<file path="src/sv/nsr_pkg.sv">
package nsr_pkg;

  localparam int RAD_W         = 32;
  localparam int ROOT_W        = 24;
  localparam int TOL_W         = 16;
  localparam int MAX_ITER_DEF  = 40;
  localparam int FRAC_BITS_DEF = 16;

  localparam logic [ROOT_W-1:0] ROOT_MAX  = '1;
  localparam logic [TOL_W-1:0]  TOL_RESET = TOL_W'(1);

  typedef struct packed {
    logic load;
    logic div_init;
    logic div_step;
    logic update;
    logic emit;
  } nsr_cmd_t;

  typedef struct packed {
    logic rad_zero;
    logic conv;
  } nsr_status_t;

endpackage

</file>
<file path="src/sv/nsr_ctrl.sv">
module nsr_ctrl #(
  parameter int MAX_ITER  = nsr_pkg::MAX_ITER_DEF,
  parameter int FRAC_BITS = nsr_pkg::FRAC_BITS_DEF
) (
  input  logic                clk,
  input  logic                rst_n,
  input  logic                in_valid,
  output logic                busy,
  input  logic                out_stall,
  output logic                out_valid,
  input  nsr_pkg::nsr_status_t status,
  output nsr_pkg::nsr_cmd_t   cmd
);
  import nsr_pkg::*;

  localparam int NW  = RAD_W + FRAC_BITS;
  localparam int NWP = NW + (NW % 2);
  localparam int DC  = NWP / 2;
  localparam int DCW = $clog2(DC + 1);
  localparam int IW  = $clog2(MAX_ITER + 1);

  localparam logic [2:0] S_IDLE = 3'd0;
  localparam logic [2:0] S_INIT = 3'd1;
  localparam logic [2:0] S_DIV  = 3'd2;
  localparam logic [2:0] S_UPD  = 3'd3;
  localparam logic [2:0] S_FIN  = 3'd4;

  logic [2:0]     state_r, state_nxt;
  logic [DCW-1:0] dcnt_r, dcnt_nxt;
  logic [IW-1:0]  iter_r, iter_nxt;
  logic           out_valid_r, out_valid_nxt;
  logic           slot_free;

  assign slot_free = !out_valid_r || !out_stall;
  assign busy      = (state_r != S_IDLE);
  assign out_valid = out_valid_r;

  always_comb begin
    state_nxt     = state_r;
    dcnt_nxt      = dcnt_r;
    iter_nxt      = iter_r;
    out_valid_nxt = out_valid_r && out_stall;
    cmd           = '0;
    unique case (state_r)
      S_IDLE: begin
        if (in_valid) begin
          cmd.load  = 1'b1;
          iter_nxt  = '0;
          state_nxt = status.rad_zero ? S_FIN : S_INIT;
        end
      end
      S_INIT: begin
        cmd.div_init = 1'b1;
        dcnt_nxt     = DCW'(DC - 1);
        state_nxt    = S_DIV;
      end
      S_DIV: begin
        cmd.div_step = 1'b1;
        dcnt_nxt     = dcnt_r - DCW'(1);
        if (dcnt_r == '0) begin
          state_nxt = S_UPD;
        end
      end
      S_UPD: begin
        cmd.update = 1'b1;
        iter_nxt   = iter_r + IW'(1);
        if (status.conv || iter_r == IW'(MAX_ITER - 1)) begin
          state_nxt = S_FIN;
        end else begin
          state_nxt = S_INIT;
        end
      end
      S_FIN: begin
        if (slot_free) begin
          cmd.emit      = 1'b1;
          out_valid_nxt = 1'b1;
          state_nxt     = S_IDLE;
        end
      end
      default: begin
        state_nxt = S_IDLE;
      end
    endcase
  end

  always_ff @(posedge clk) begin
    if (!rst_n) begin
      state_r     <= S_IDLE;
      dcnt_r      <= '0;
      iter_r      <= '0;
      out_valid_r <= 1'b0;
    end else begin
      state_r     <= state_nxt;
      dcnt_r      <= dcnt_nxt;
      iter_r      <= iter_nxt;
      out_valid_r <= out_valid_nxt;
    end
  end

endmodule

</file>
<file path="src/sv/nsr_dp.sv">
module nsr_dp #(
  parameter int FRAC_BITS = nsr_pkg::FRAC_BITS_DEF
) (
  input  logic                        clk,
  input  logic [nsr_pkg::RAD_W-1:0]   in_radicand,
  input  logic [nsr_pkg::TOL_W-1:0]   tolerance,
  input  nsr_pkg::nsr_cmd_t           cmd,
  output nsr_pkg::nsr_status_t        status,
  output logic [nsr_pkg::ROOT_W-1:0]  out_root,
  output logic                        out_converged
);
  import nsr_pkg::*;

  localparam int NW  = RAD_W + FRAC_BITS;
  localparam int NWP = NW + (NW % 2);

  logic [RAD_W-1:0]  a_r;
  logic [NW-1:0]     x_r;
  logic [NW-1:0]     d_r;
  logic [NW-1:0]     rem_r;
  logic [NWP-1:0]    nq_r;
  logic              conv_r;
  logic [ROOT_W-1:0] root_r;
  logic              rconv_r;

  logic [NW:0]   sh0, sh1, dext;
  logic          b0, b1;
  logic [NW-1:0] r0, r1;
  logic [NW:0]   sum;
  logic [NW-1:0] nx, diff;
  logic          conv;

  assign dext = {1'b0, d_r};

  always_comb begin
    sh0 = {rem_r, nq_r[NWP-1]};
    b0  = (sh0 >= dext);
    r0  = b0 ? NW'(sh0 - dext) : sh0[NW-1:0];
    sh1 = {r0, nq_r[NWP-2]};
    b1  = (sh1 >= dext);
    r1  = b1 ? NW'(sh1 - dext) : sh1[NW-1:0];
  end

  always_comb begin
    sum  = {1'b0, x_r} + {1'b0, nq_r[NW-1:0]};
    nx   = sum[NW:1];
    diff = (nx >= x_r) ? (nx - x_r) : (x_r - nx);
    conv = (diff < NW'(tolerance));
  end

  assign status.rad_zero = (in_radicand == '0);
  assign status.conv     = conv;
  assign out_root        = root_r;
  assign out_converged   = rconv_r;

  always_ff @(posedge clk) begin
    if (cmd.load) begin
      a_r    <= in_radicand;
      x_r    <= NW'(in_radicand);
      conv_r <= (in_radicand == '0);
    end
    if (cmd.div_init) begin
      nq_r  <= NWP'(a_r) << FRAC_BITS;
      d_r   <= (x_r == '0) ? NW'(1) : x_r;
      rem_r <= '0;
    end
    if (cmd.div_step) begin
      rem_r <= r1;
      nq_r  <= {nq_r[NWP-3:0], b0, b1};
    end
    if (cmd.update) begin
      conv_r <= conv;
      if (!conv) begin
        x_r <= nx;
      end
    end
    if (cmd.emit) begin
      root_r  <= (x_r > NW'(ROOT_MAX)) ? ROOT_MAX : x_r[ROOT_W-1:0];
      rconv_r <= conv_r;
    end
  end

endmodule

</file>
<file path="src/sv/newton_square_root.sv">
// Channel | Direction | Handshake        | Payload
// in_     | input     | in_valid/in_stall  | in_radicand[31:0]
// out_    | output    | out_valid/out_stall| out_root[23:0], out_converged
// cfg_    | input     | cfg_valid/cfg_ready| cfg_tolerance[15:0]
//
// One item at a time. Each Newton step initialises and runs the shared radix-2 divider,
// which retires two quotient bits per cycle, then updates the estimate.
// An item takes at most MAX_ITER steps (40 by default); a zero radicand skips them.
// Synchronous active-low reset clears control and sets tolerance to 1.
// The next item is taken while a finished result waits on out_stall.
module newton_square_root #(
  parameter int MAX_ITER  = nsr_pkg::MAX_ITER_DEF,
  parameter int FRAC_BITS = nsr_pkg::FRAC_BITS_DEF
) (
  input  logic                       clk,
  input  logic                       rst_n,
  input  logic                       in_valid,
  output logic                       in_stall,
  input  logic [nsr_pkg::RAD_W-1:0]  in_radicand,
  output logic                       out_valid,
  input  logic                       out_stall,
  output logic [nsr_pkg::ROOT_W-1:0] out_root,
  output logic                       out_converged,
  input  logic                       cfg_valid,
  output logic                       cfg_ready,
  input  logic [nsr_pkg::TOL_W-1:0]  cfg_tolerance
);
  import nsr_pkg::*;

  logic [TOL_W-1:0] tol_r;
  nsr_cmd_t         cmd;
  nsr_status_t      status;
  logic             busy;

  assign cfg_ready = 1'b1;
  assign in_stall  = busy;

  always_ff @(posedge clk) begin
    if (!rst_n) begin
      tol_r <= TOL_RESET;
    end else if (cfg_valid && cfg_ready) begin
      tol_r <= cfg_tolerance;
    end
  end

  nsr_ctrl #(
    .MAX_ITER  (MAX_ITER),
    .FRAC_BITS (FRAC_BITS)
  ) u_ctrl (
    .clk       (clk),
    .rst_n     (rst_n),
    .in_valid  (in_valid),
    .busy      (busy),
    .out_stall (out_stall),
    .out_valid (out_valid),
    .status    (status),
    .cmd       (cmd)
  );

  nsr_dp #(
    .FRAC_BITS (FRAC_BITS)
  ) u_dp (
    .clk           (clk),
    .in_radicand   (in_radicand),
    .tolerance     (tol_r),
    .cmd           (cmd),
    .status        (status),
    .out_root      (out_root),
    .out_converged (out_converged)
  );

`ifndef SYNTHESIS
  a_busy_after_accept: assert property (@(posedge clk) disable iff (!rst_n)
    (in_valid && !in_stall) |=> in_stall)
    else $error("block not busy after input transfer");

  a_result_from_busy: assert property (@(posedge clk) disable iff (!rst_n)
    $rose(out_valid) |-> $past(in_stall))
    else $error("result appeared without work in progress");

  a_idle_after_result: assert property (@(posedge clk) disable iff (!rst_n)
    $rose(out_valid) |-> !in_stall)
    else $error("block still busy after issuing result");

  a_zero_fast: assert property (@(posedge clk) disable iff (!rst_n)
    (in_valid && !in_stall && in_radicand == '0 && !out_valid) |=> ##1 out_valid)
    else $error("zero radicand not returned at once");
`endif

endmodule
</file>
<file path="config.mk">
export PLATFORM = sky130hd
export DESIGN_NAME = newton_square_root
export DESIGN_NICKNAME = d
export VERILOG_FILES = /design/src/sv/nsr_pkg.sv /design/src/sv/nsr_ctrl.sv /design/src/sv/nsr_dp.sv /design/src/sv/newton_square_root.sv
export SDC_FILE = /design/constraint.sdc
export NUM_CORES = 1
export LEC_CHECK = 0
export BUFFER_PORTS_ARGS = -buffer_cell sky130_fd_sc_hd__buf_2
export CAP_MARGIN = 20
export CORE_UTILIZATION = 45
export CTS_CLUSTER_SIZE = 12
export DETAILED_ROUTE_END_ITERATION = 12
export GPL_TIMING_DRIVEN = 0
export PLACE_DENSITY = 0.66
export SETUP_SLACK_MARGIN = 0.5
export SKIP_CTS_REPAIR_TIMING = 1
export SLEW_MARGIN = 20
export SYNTH_ARGS = -nofsm -noshare
export SYNTH_HDL_FRONTEND = slang
export SYNTH_HIERARCHICAL = 1
export SYNTH_SLANG_ARGS = --single-unit
</file>
<file path="constraint.sdc">
create_clock -name clk -period 17.35 [get_ports clk]
set_clock_uncertainty 0.1 [all_clocks]
set_input_delay 1.735 -clock clk [delete_from_list [all_inputs] [get_ports clk]]
set_output_delay 1.735 -clock clk [all_outputs]
set_load 0.03 [all_outputs]
</file>
Yosys cells after proc, flatten, opt, wreduce, memory -nomap -nowiden
Cells that the tools add are included.
- input bits: 53
- output and inout bits: 28
- logic and storage cells: 79
- register bits: 281
- order comparisons: 5
- mux-type cells: 30
- equality and inequality tests: 8
- add/subtract/negate cells: 7
- reductions and logical operators: 16
- operators with widths (kind ; number):
    $mux W48 ; 10
    $sub A48 B48 Y48 ; 4
    $ge A49 B48 Y1 ; 2
    $add A48 B48 Y49 ; 1
    $ge A48 B48 Y1 ; 1
    $gt A48 B24 Y1 const B ; 1
    $logic_not A48 Y1 ; 1
    $lt A48 B16 Y1 ; 1
    $logic_not A32 Y1 ; 1
    $mux W3 ; 5
    $pmux W3 S5 ; 1
    $pmux W6 S2 ; 1
    $mux W1 ; 11
    $pmux W5 S2 ; 1
    $reduce_bool A2 Y1 ; 4
    $add A6 B1 Y6 const B ; 1
    $eq A3 B2 Y1 const B ; 2
    $eq A6 B6 Y1 const B ; 1
    $mux W6 ; 1
    $logic_not A5 Y1 ; 1
    $sub A5 B1 Y5 const B ; 1
    $ne A2 B1 Y1 const B ; 2
    $eq A3 B1 Y1 const B ; 1
    $eq A3 B3 Y1 const B ; 1
    other kinds (8) ; 10

Longest topological paths before layout
Gate-level depths: netlist (run 1).
- depth after elaboration: 7
- gate-level depth with buffers: 44

By module
The synthesis (run 1) kept the hierarchy.
- modules (own cells, without submodules) (module ; area each (µm²) ; instances ; seq. area each (µm²) ; cells an instance):
    nsr_dp ; 24225.7 ; 1 ; 7026.7 ; 2829
    nsr_ctrl ; 865.8 ; 1 ; 300.3 ; 99
    newton_square_root ; 624.3 ; 1 ; 320.3 ; 53

Worst setup path after synthesis (run 1)
Ideal clock, no wire load.
- path type: flip-flop to flip-flop
- start: reg u_dp.nq_r[10]
- end: reg u_dp.x_r[39]
- buffers on the path: 5
- data required time: 17127 ps
- clock period less this slack: 8442 ps
- slack: 8908 ps
- stages on the path, launching flop included: 41
- arrival time: 8218 ps
- cells stage by stage: edfxtp_1 -> ha_1 -> a21oi_1 -> o21ba_2 -> nor2_1 -> a2111oi_0 -> a31oi_1 -> o21ai_0 -> nand2_1 -> or4b_2 -> a31oi_1 -> o21ai_0 -> mux2i_1 -> and3_1 -> ha_1 -> clkbuf_1 -> a21oi_1 -> o21ai_0 -> [5 not listed] -> buf_1 -> clkbuf_1 -> mux2i_1 -> ha_1 -> a21boi_0 -> o21ai_0 -> nand2b_1 -> a21oi_1 -> o21ai_0 -> o311ai_0 -> nand3_1 -> a31oi_1 -> nand4_1 -> nor4_2 -> nand4_2 -> o21ai_2 -> buf_6 -> mux2_1
- cells in the longest elaborated chain, start to end: 6
- RTL lines (item ; RTL line ; source):
    start, declared ; nsr_dp.sv:21 ; logic [NWP-1:0] nq_r;
    start signal, assigned ; nsr_dp.sv:63 ; nq_r <= NWP'(a_r) << FRAC_BITS;
    start signal, assigned ; nsr_dp.sv:69 ; nq_r <= {nq_r[NWP-3:0], b0, b1};
    $add A48 B48 Y49 (*) ; nsr_dp.sv:45 ; sum = {1'b0, x_r} + {1'b0, nq_r[NW-1:0]};
    $sub A48 B48 Y48 or $ge A48 B48 Y1 (tied branches) ; nsr_dp.sv:47 ; diff = (nx >= x_r) ? (nx - x_r) : (x_r - nx);
    $mux W48 ; nsr_dp.sv:47 ;
    $lt A48 B16 Y1 ; nsr_dp.sv:48 ; conv = (diff < NW'(tolerance));
    $mux W48 (*) ; nsr_dp.sv:73 ; if (!conv) begin
    $mux W48 (*) ; nsr_dp.sv:71 ; if (cmd.update) begin
    end signal, assigned ; nsr_dp.sv:59 ; x_r <= NW'(in_radicand);
    end signal, assigned ; nsr_dp.sv:74 ; x_r <= nx;
    end, declared ; nsr_dp.sv:18 ; logic [NW-1:0] x_r;
Every way passes the cells marked *; elsewhere a longest branch is shown, timed or not.
A chain may end at the register's enable or synchronous reset.

Final worst setup path (run 1)
- start: reg u_dp.x_r[2]
- end: reg u_ctrl.state_r[2]
- cells in the longest elaborated chain, start to end: 7
- RTL lines (item ; RTL line ; source):
    $add A48 B48 Y49 ; nsr_dp.sv:45 ;
    $sub A48 B48 Y48 or $ge A48 B48 Y1 (tied branches) ; nsr_dp.sv:47 ;
    $mux W48 (*) ; nsr_dp.sv:47 ;
    $lt A48 B16 Y1 (*) ; nsr_dp.sv:48 ;
    named net u_dp.conv ; nsr_dp.sv:31 ; logic conv;
    $logic_or A1 B1 Y1 (*) ; nsr_ctrl.sv:67 ; if (status.conv || iter_r == IW'(MAX_ITER - 1)) begin
    $mux W3 (*) ; nsr_ctrl.sv:67 ;
    $pmux W3 S5 (*) ; nsr_ctrl.sv:44 ; unique case (state_r)
    end signal, assigned ; nsr_ctrl.sv:93 ; state_r <= state_nxt;
    end, declared ; nsr_ctrl.sv:28 ; logic [2:0] state_r, state_nxt;
Mark *: on every way through the listed nets, which the timed path passes. The rest lies on a longest branch.

==> results.md, run 1 <==
* Drt via density at between 5 and 6
* RSZ-0062 raised after global routing: false
* PortBufs at 78
* Maximum clock path buffer count at 3
* GPL Wtd Cong at 0.9846
* Drt pass-1 iters at 6
* Synthesis-to-layout area growth at 9.887%
* Mean Syn Cell Area at around 8.6 sq um
* WHS Path Cells at 2
* CP arrival at approximately 12 ns
* Post-Syn Area at 25720 sq um
* Sequential fraction of the synthesis area at 0.2974
* Period minus WS final at roughly 12 ns
* Final setup fails at 0
* Final Util at 0.5012
* Initial core utilization at 0.4561
* H-tree Lvls at 2
* Sink Count at around 280
* Top-area cell type share of the netlist area at 0.2359
* Worst reg-to-reg path cell count at 42
* Die area at between 50000 and 60000 sq um
* Largest net degree at the start of global routing at 50
* CP dominant cell by count: o21ai_0
* Crit path launch type: register
* Cell taking the most area after synthesis: edfxtp_1
* Skew-Pair Late Insertion Delay at 0.55 ns
* First-pass GRT wire length at approximately 120 mm
* Async S/R FF share, synth at 0
* Fmax at approximately 86 MHz
* Diode count at 0
* Die width at about 240 um
* Detail Route met2 WL at ~37 mm
* Commonest non-fill, non-tap cell in the layout: a21oi_1
* Crit Path Class: register to register
* Top Metal Used: met4
* Number of antenna violations at the first check in global routing at 0
* Vias in the first global route at ~22000
* Row cnt at 87
* Nets at between 3000 and 4000
* Fin. max-slew vios at 0
* Total gr overflow at 0
* Final wirelength at 80.86 mm
* Status: completed
* Root Buffer: clkbuf_16
* Mapped Cells at slightly below 3000
* Commonest non-fill, non-tap cells in the layout: 267 x a21oi_1, 255 x ha_1, 224 x nand2_1
* Setup tns final at 0 ns
* Die Y at around 240 um
* Post-synth EDFFs at between 200 and 250
* Dominant synthesized flop cell: edfxtp_1
* #FFs+latches synth at roughly 280
* Total number of vias at around 23000
* I/O pin cnt at 81
* CTS clk-pin slew, worst paths at about 0.060 ns
* Unique masters post-synth at 100
* Final Cycle Share at 0.6723
* DP Wirelength at ~65 mm
* Core Area at between 50000 and 60000 sq um
* Met1 wire length at approximately 37 mm
* Met3 routed WL at approximately 5.5 mm
* Slowest cell on the critical path: buf_1
* Antenna viol nets, final at 0
* Synth warn at 6
* Global-route usage over all layers at 0.2756
* Hold WC Path Type: register to register
* Crit-path max FO at 10
* Synth area leaders: edfxtp_1 24%, ha_1 12%, dfxtp_1 6.1%, mux2i_1 5.6%, a21oi_1 5.2%
* Worst EP required at around 18 ns
* Max cap viols at 0
* CTS tree: yes
* Drt wl/cell at between 20 and 25 um
* CP endpoint kind: register
* Final hold violation count at 0
* Max stage delay on crit path at approximately 0.66 ns
* Slew Limit Headroom at 0.3201
* Synthesized Nets at 3294
* Layout cells sized above 1 at 0.08408
* Total CTS buffers at 36
* # DRC at 0
* Worst Max-Slew Pin Slew at approximately 1.0 ns
* First DRT Iteration DRCs at around 2200
-- worst paths after layout --
kind	slack, ns	startpoint	to
setup / recovery	5.69	u_dp/x_r[2]$_DFF_P_	u_ctrl/state_r[2]$_SDFFE_PN0P_
hold reg to reg	0.39	u_ctrl/out_valid$_SDFF_PN0_	u_ctrl/out_valid$_SDFF_PN0_
hold / removal	0.39	u_ctrl/out_valid$_SDFF_PN0_	u_ctrl/out_valid$_SDFF_PN0_
setup reg to reg	5.69	u_dp/x_r[2]$_DFF_P_	u_ctrl/state_r[2]$_SDFFE_PN0P_
-- routing by layer --
| metal | up-vias | global-route usage |
|---|---|---|
| li1 | 11109 | - |
| met1 | 11161 | 0.3770 |
| met2 | 827 | 0.4520 |
| met3 | 121 | 0.03923 |
| met4 | 0 | 0.07461 |
| met5 | - | 0 |
-- registers in the layout, indices dropped and copies added, names as in the netlist, 3 cells and up --
signal / count
u_ctrl/dcnt_r: 5
u_ctrl/state_r: 3
tol_r: 16
u_dp/out_root: 24
u_dp/a_r: 32
u_ctrl/iter_r: 6
u_dp/rem_r: 48
u_dp/d_r: 48
u_dp/x_r: 48
u_dp/nq_r: 48
-- stage by stage --
step | hold slack [ns] | instances | worst slack [ns] | instance area [sq um]
2_1_floorplan | 0.3003 | 2981 | 8.908 | 25720
3_5_place_dp | 0.3771 | 3820 | 6.012 | 27150
4_1_cts | 0.3867 | 3884 | 5.917 | 28260
5_1_grt | 0.4214 | 3884 | 4.761 | 28260
3_3_place_gp | 0.3644 | 3815 | 5.955 | 27050
6_report | 0.3906 | 3884 | 5.685 | 28260
-- cells by family after synthesis --
logic type                 after synthesis  share of synthesized area
muxes                                  192                    0.07702
adders and majority gates              260                     0.1280
and+or+nand+nor                        822                     0.1592
xor gates and xnor gates               174                    0.05926
buffers and inverters                  383                    0.06043
DFF                                    281                     0.2974
other                                    1                  0.0001458
AOI/OAI and AO/OA                      868                     0.2186
-- Yosys cell counts (50+ instances only) --
library cell  instances
a21o_1              110
a21oi_1             267
clkbuf_1            126
dfxtp_1              79
edfxtp_1            202
ha_1                255
inv_1               221
mux2i_1             145
nand2_1             224
nand4_1              56
nor2_1              199
nor2b_1              50
nor3_1               50
o21ai_0             180
xnor2_1             114
xor2_1               60
-- worst max-delay path, delay by kind of cell (launching register included) --
family	cells	cell delay, ns
AO/OA/AOI/OAI	20	4.24
AND/OR/NAND/NOR	12	3.24
buffers and inverters	5	2.14
adder cells (fa/ha/maj)	3	0.90
flip-flops	1	0.53
multiplexers	2	0.42
-- final cells by class --
class                           count  area, sq um
Sequential cell                   281         7647
Timing Repair Buffer               83        471.7
Clock buffer                       43        958.4
Multi-Input combinational cell   2317        16530
Clock inverter                     21        150.1
Inverter                          225        844.6
Buffer                            158        709.4
Fill cell                        5523        28130
Tap cell                          756        945.9
Power of run 1 is left out: the tool's default activity adds up to more than one toggle a clock period on the data nets, which glitch-free logic cannot reach.
==> run 2: changes to the inputs <==
==> constraint.sdc (replaced) <==
create_clock -name clk -period 12.2 [get_ports clk]
set_clock_uncertainty 0.1 [all_clocks]
set_input_delay 1.22 -clock clk [delete_from_list [all_inputs] [get_ports clk]]
set_output_delay 1.22 -clock clk [all_outputs]
set_load 0.03 [all_outputs]
==> run 2 against run 1 <==
Compared with the run above:
- cell count stayed put
- critical path type unchanged
- non-clock buffer count stayed put
- die area unchanged
- fmax up 8.0%
- global-route usage is the same
- routed wire length about the same
- core utilization about the same
- via count about the same
- highest routed layer unchanged
- cell area about the same
- first-iteration DRC count is 0.14% lower
==> results.md, run 2 (synthesis results as in run 1) <==
* Status: completed
* GPL Wtd Cong at approximately 0.98
* Period minus WS final at ~11 ns
* Skew-Pair Late Insertion Delay at about 0.55 ns
* Final wirelength at 80.87 mm
* Final setup fails at 0
* Root Buffer: clkbuf_16
* Core Area at 56390 sq um
* # DRC at 0
* Hold wc startpoint: u_ctrl/out_valid$_SDFF_PN0_
* Worst Max-Slew Pin Slew at just over 1 ns
* Initial core utilization at 0.4561
* CP arrival at about 11 ns
* Reg2reg setup slack at approximately 1.4 ns
* Crit Path Class: register to register
* Max stage delay on crit path at 0.65 ns
* Layout cells sized above 1 at 0.08568
* Drt wl/cell at around 21 um
* R2R Path Start: u_dp/x_r[1]$_DFF_P_
* WHS Path Cells at 2
* DP Wirelength at roughly 65 mm
* Drt pass-1 iters at 6
* Crit-path max FO at 10
* Fillcell total at 5521
* Final hold violation count at 0
* RSZ-0062 raised after global routing: false
* Fin. max-slew vios at 0
* Hold WC Path Type: register to register
* Nets at about 3400
* Synthesis-to-layout area growth at 9.955%
* Worst reg-to-reg path cell count at 42
* Commonest non-fill, non-tap cell in the layout: a21oi_1
* CTS clk-pin slew, worst paths at about 0.060 ns
* Drt via density at ~6
* Row cnt at slightly below 90
* Largest net degree at the start of global routing at 50
* Maximum clock path buffer count at 3
* Commonest non-fill, non-tap cells in the layout: 267 x a21oi_1, 255 x ha_1, 224 x nand2_1
* Number of antenna violations at the first check in global routing at 0
* CP dominant cell by count: o21ai_0
* CP top delay family: compound AO/OA/AOI/OAI gates
* Most used routing layer: met2
* R2r endpoint: u_dp/x_r[30]$_DFF_P_
* Met1 Usage GRT at 0.3770
* Slowest cell on the critical path: or4b_2
* Min-Delay Endpoint: u_ctrl/out_valid$_SDFF_PN0_
* Die width at 241.1 um
* Final Cycle Share at 0.8856
* Antenna viol nets, final at 0
* Setup tns final at 0 ns
* First-pass GRT wire length at about 120 mm
* First DRT Iteration DRCs at 2214
* PortBufs at 78
* CP endpoint kind: register
* Diode count at 0
* Global-route usage over all layers at 0.2756
* WP buf/inv at 7
* Die area at approximately 58000 sq um
* Fmax at between 90 and 100 MHz
* Vias in the first global route at between 20000 and 25000
* Die Y at between 200 and 250 um
* Total CTS buffers at 36
* Crit path launch type: register
* Sink Count at ~280
* Max cap viols at 0
* CTS tree: yes
* Met2 Usage GRT at 0.4520
* H-tree Lvls at 2
* Met3 usage at 0.03923
* Total gr overflow at 0
* I/O pin cnt at between 80 and 90
* Worst EP required at around 13 ns
* Slew Limit Headroom at 0.3244
* Total number of vias at 23239
run 2: cell types whose count changed in the layout (fill, tap and decap cells not counted):
| cell | before | now |
|---|---|---|
| nor2_4 | 1 | 2 |
| clkbuf_2 | 0 | 3 |
| a31oi_1 | 33 | 32 |
| a31oi_2 | 0 | 1 |
| clkbuf_1 | 131 | 129 |
| buf_1 | 4 | 3 |
| nor2_1 | 198 | 197 |
run 2: layer usage:
metal	routed length, um	vias up
met5	0	-
met4	1920	0
met3	5624	119
met2	36680	879
met1	36640	11136
li1	-	11105
run 2: per-stage QoR:
step	hold WS, ns	util	instances	cell area, sq um	worst slack, ns
after floorplan	0.3003	-	2981	25720	3.758
after CTS	0.3867	0.5012	3884	28260	0.7666
after detailed placement	0.3771	0.4815	3820	27150	0.8624
after global placement	0.3644	0.4798	3815	27050	0.8051
final	0.3900	0.5015	3884	28280	1.396
after global routing	0.4214	0.5015	3884	28280	0.5773
run 2: how the worst max path moves through the flow:
| stage | slack [ns] | cells after the start | endpoint | startpoint |
|---|---|---|---|---|
| after floorplan | 3.76 | 40 | u_dp/x_r[39]$_DFF_P_ | u_dp/nq_r[10]$_SDFFCE_PN0P_ |
| after global placement | 0.81 | 43 | u_ctrl/state_r[2]$_SDFFE_PN0P_ | u_dp/x_r[1]$_DFF_P_ |
| after detailed placement | 0.86 | 43 | u_ctrl/state_r[2]$_SDFFE_PN0P_ | u_dp/x_r[1]$_DFF_P_ |
| after CTS | 0.77 | 43 | u_ctrl/state_r[2]$_SDFFE_PN0P_ | u_dp/x_r[1]$_DFF_P_ |
| after global routing | 0.58 | 41 | u_dp/x_r[30]$_DFF_P_ | u_dp/x_r[1]$_DFF_P_ |
| final | 1.40 | 42 | u_dp/x_r[30]$_DFF_P_ | u_dp/x_r[1]$_DFF_P_ |
run 2: area by class of cell:
type / instances / area [sq um] / share of cell area
plain buffers: 158 / 713.2 / 0.02522
flip-flops and latches: 281 / 7647 / 0.2705
clock inverters: 21 / 150.1 / 0.005310
repair buffers: 83 / 471.7 / 0.01668
inverters: 225 / 844.6 / 0.02987
multi-input cells: 2317 / 16540 / 0.5851
well taps: 756 / 945.9 / 0.03345
clock buffers: 43 / 958.4 / 0.03390
run 2: worst min-delay path, stage by stage, from the launching register on:
cell     delay (ns)
dfxtp_1        0.33
nand2_1        0.07
a21oi_1        0.05
Power of run 2 is left out for the same reason.
==> run 3: changes to the inputs <==
--- a/config.mk
+++ b/config.mk
@@ -12,6 +12,7 @@
 export DETAILED_ROUTE_END_ITERATION = 12
 export GPL_TIMING_DRIVEN = 0
 export PLACE_DENSITY = 0.66
+export RECOVER_POWER = 25
 export SETUP_SLACK_MARGIN = 0.5
 export SKIP_CTS_REPAIR_TIMING = 1
 export SLEW_MARGIN = 20
==> run 3 against run 2 <==
Compared with the run above:
- via count increased by 0.15%
- worst setup slack improved by 0.024 ns
- critical path depth decreased by 1
- cell area decreased by 0.35%
- sequential share of layout area increased by 0.095 points
- fmax increased by 0.23%
- clock-buffer cell count unchanged
- global-route usage unchanged
==> results.md, run 3 (synthesis results as in run 1) <==
* Status: completed
* Die Y at approximately 240 um
* Die width at roughly 240 um
* Crit-path max FO at 10
* Worst Max-Slew Pin Slew at about 1 ns
* Met2 Usage GRT at 0.4520
* R2r endpoint: u_dp/x_r[30]$_DFF_P_
* Slowest cell on the critical path: or4b_2
* DP Wirelength at approximately 65 mm
* Max stage delay on crit path at approximately 0.65 ns
* Nets at around 3400
* Reg2reg setup slack at 1.42 ns
* Final instance area at roughly 28000 sq um
* Root Buffer: clkbuf_16
* Drt via density at 5.992
* Layout cells sized above 1 at 0.07321
* Commonest non-fill, non-tap cells in the layout: 267 x a21oi_1, 255 x ha_1, 224 x nand2_1
* Number of antenna violations at the first check in global routing at 0
* Final wirelength at 80.90 mm
* Final setup fails at 0
* Final Util at 0.4997
* Synthesis-to-layout area growth at 9.570%
* Worst EP required at 12.56 ns
* CP dominant cell by count: o21ai_0
* Row cnt at 87
* Drt pass-1 iters at 8
* CP arrival at around 11 ns
* Skew-Pair Late Insertion Delay at about 0.55 ns
* CTS tree: yes
* Diode count at 0
* Initial core utilization at 0.4561
* Hold WC Path Type: register to register
* DP Area at 27150 sq um
* Commonest non-fill, non-tap cell in the layout: a21oi_1
* Met3 usage at 0.03923
* Final Cycle Share at 0.8836
* Crit Path Class: register to register
* Global-route usage over all layers at 0.2756
* R2R Path Start: u_dp/x_r[2]$_DFF_P_
* First DRT Iteration DRCs at ~2100
* Largest net degree at the start of global routing at 50
* CTS clk-pin slew, worst paths at 0.06 ns
* Die area at 58110 sq um
* Setup tns final at 0 ns
* I/O pin cnt at 81
* Most used routing layer: met2
* Slew Limit Headroom at 0.3202
* Total gr overflow at 0
* Max cap viols at 0
* RSZ-0062 raised after global routing: false
* GPL Wtd Cong at ~1
* Final hold violation count at 0
* H-tree Lvls at 2
* CP endpoint kind: register
* Total CTS buffers at 36
* CP endpoint: u_dp/x_r[30]$_DFF_P_
* Met1 Usage GRT at 0.3770
* Sink Count at between 200 and 300
* First-pass GRT wire length at 124.4 mm
* Fmax at slightly above 90 MHz
* Period minus WS final at 10.78 ns
* Fin. max-slew vios at 0
* Maximum clock path buffer count at 3
* Total number of vias at between 20000 and 25000
* Vias in the first global route at around 22000
* # DRC at 0
* Worst reg-to-reg path cell count at 41
* Critical Path Source: u_dp/x_r[2]$_DFF_P_
* Antenna viol nets, final at 0
* Crit path launch type: register
* PortBufs at 78
* Drt wl/cell at 20.83 um
* Core Area at about 56000 sq um
==> run 3: changes by cell type in the layout (fill, tap and decap cells not counted) <==
cell	delta
buf_2	-33
nor3b_4	-1
clkbuf_1	+38
buf_12	-1
nor3b_1	+1
buf_6	-4
==> run 3: per-stage QoR <==
step,hold slack [ns],cells,setup WS [ns]
after detailed placement,0.3771,3820,0.8624
after CTS,0.3867,3884,0.7666
after global placement,0.3644,3815,0.8051
final,0.3904,3884,1.420
after floorplan,0.3003,2981,3.758
after global routing,0.4214,3884,0.5773
==> run 3: worst min path at each step <==
stage | start | end | cells past startpoint
2_1_floorplan | u_dp/conv_r$_DFFE_PP_ | u_dp/out_converged$_DFFE_PP_ | 0
3_3_place_gp | u_ctrl/out_valid$_SDFF_PN0_ | u_ctrl/out_valid$_SDFF_PN0_ | 2
3_5_place_dp | u_ctrl/out_valid$_SDFF_PN0_ | u_ctrl/out_valid$_SDFF_PN0_ | 2
4_1_cts | u_ctrl/out_valid$_SDFF_PN0_ | u_ctrl/out_valid$_SDFF_PN0_ | 2
5_1_grt | u_dp/conv_r$_DFFE_PP_ | u_dp/out_converged$_DFFE_PP_ | 0
6_report | u_ctrl/out_valid$_SDFF_PN0_ | u_ctrl/out_valid$_SDFF_PN0_ | 2
==> run 3: metal layers <==
layer / up-vias / part of all wire
met3: 123 / 0.067
met5: - / 0
met2: 845 / 0.46
li1: 11108 / -
met4: 0 / 0.024
met1: 11198 / 0.45
==> run 3: critical path, delay by kind of cell, from the launching register on <==
kind / cells / cell delay (ns)
DFF: 1 / 0.54
muxes: 3 / 0.60
AOI/OAI and AO/OA: 19 / 4.21
and+or+nand+nor: 10 / 2.53
adders and majority gates: 3 / 0.90
buffers and inverters: 6 / 1.75
==> run 3: layout make-up <==
class | instances | area [sq um]
fill | 5554 | 28210
sequential | 281 | 7647
tap | 756 | 945.9
clock buffer | 43 | 958.4
inverter | 225 | 844.6
buffer | 158 | 681.9
multi-input combinational | 2317 | 16530
clock inverter | 21 | 150.1
timing repair buffer | 83 | 415.4
Power of run 3 is left out for the same reason.
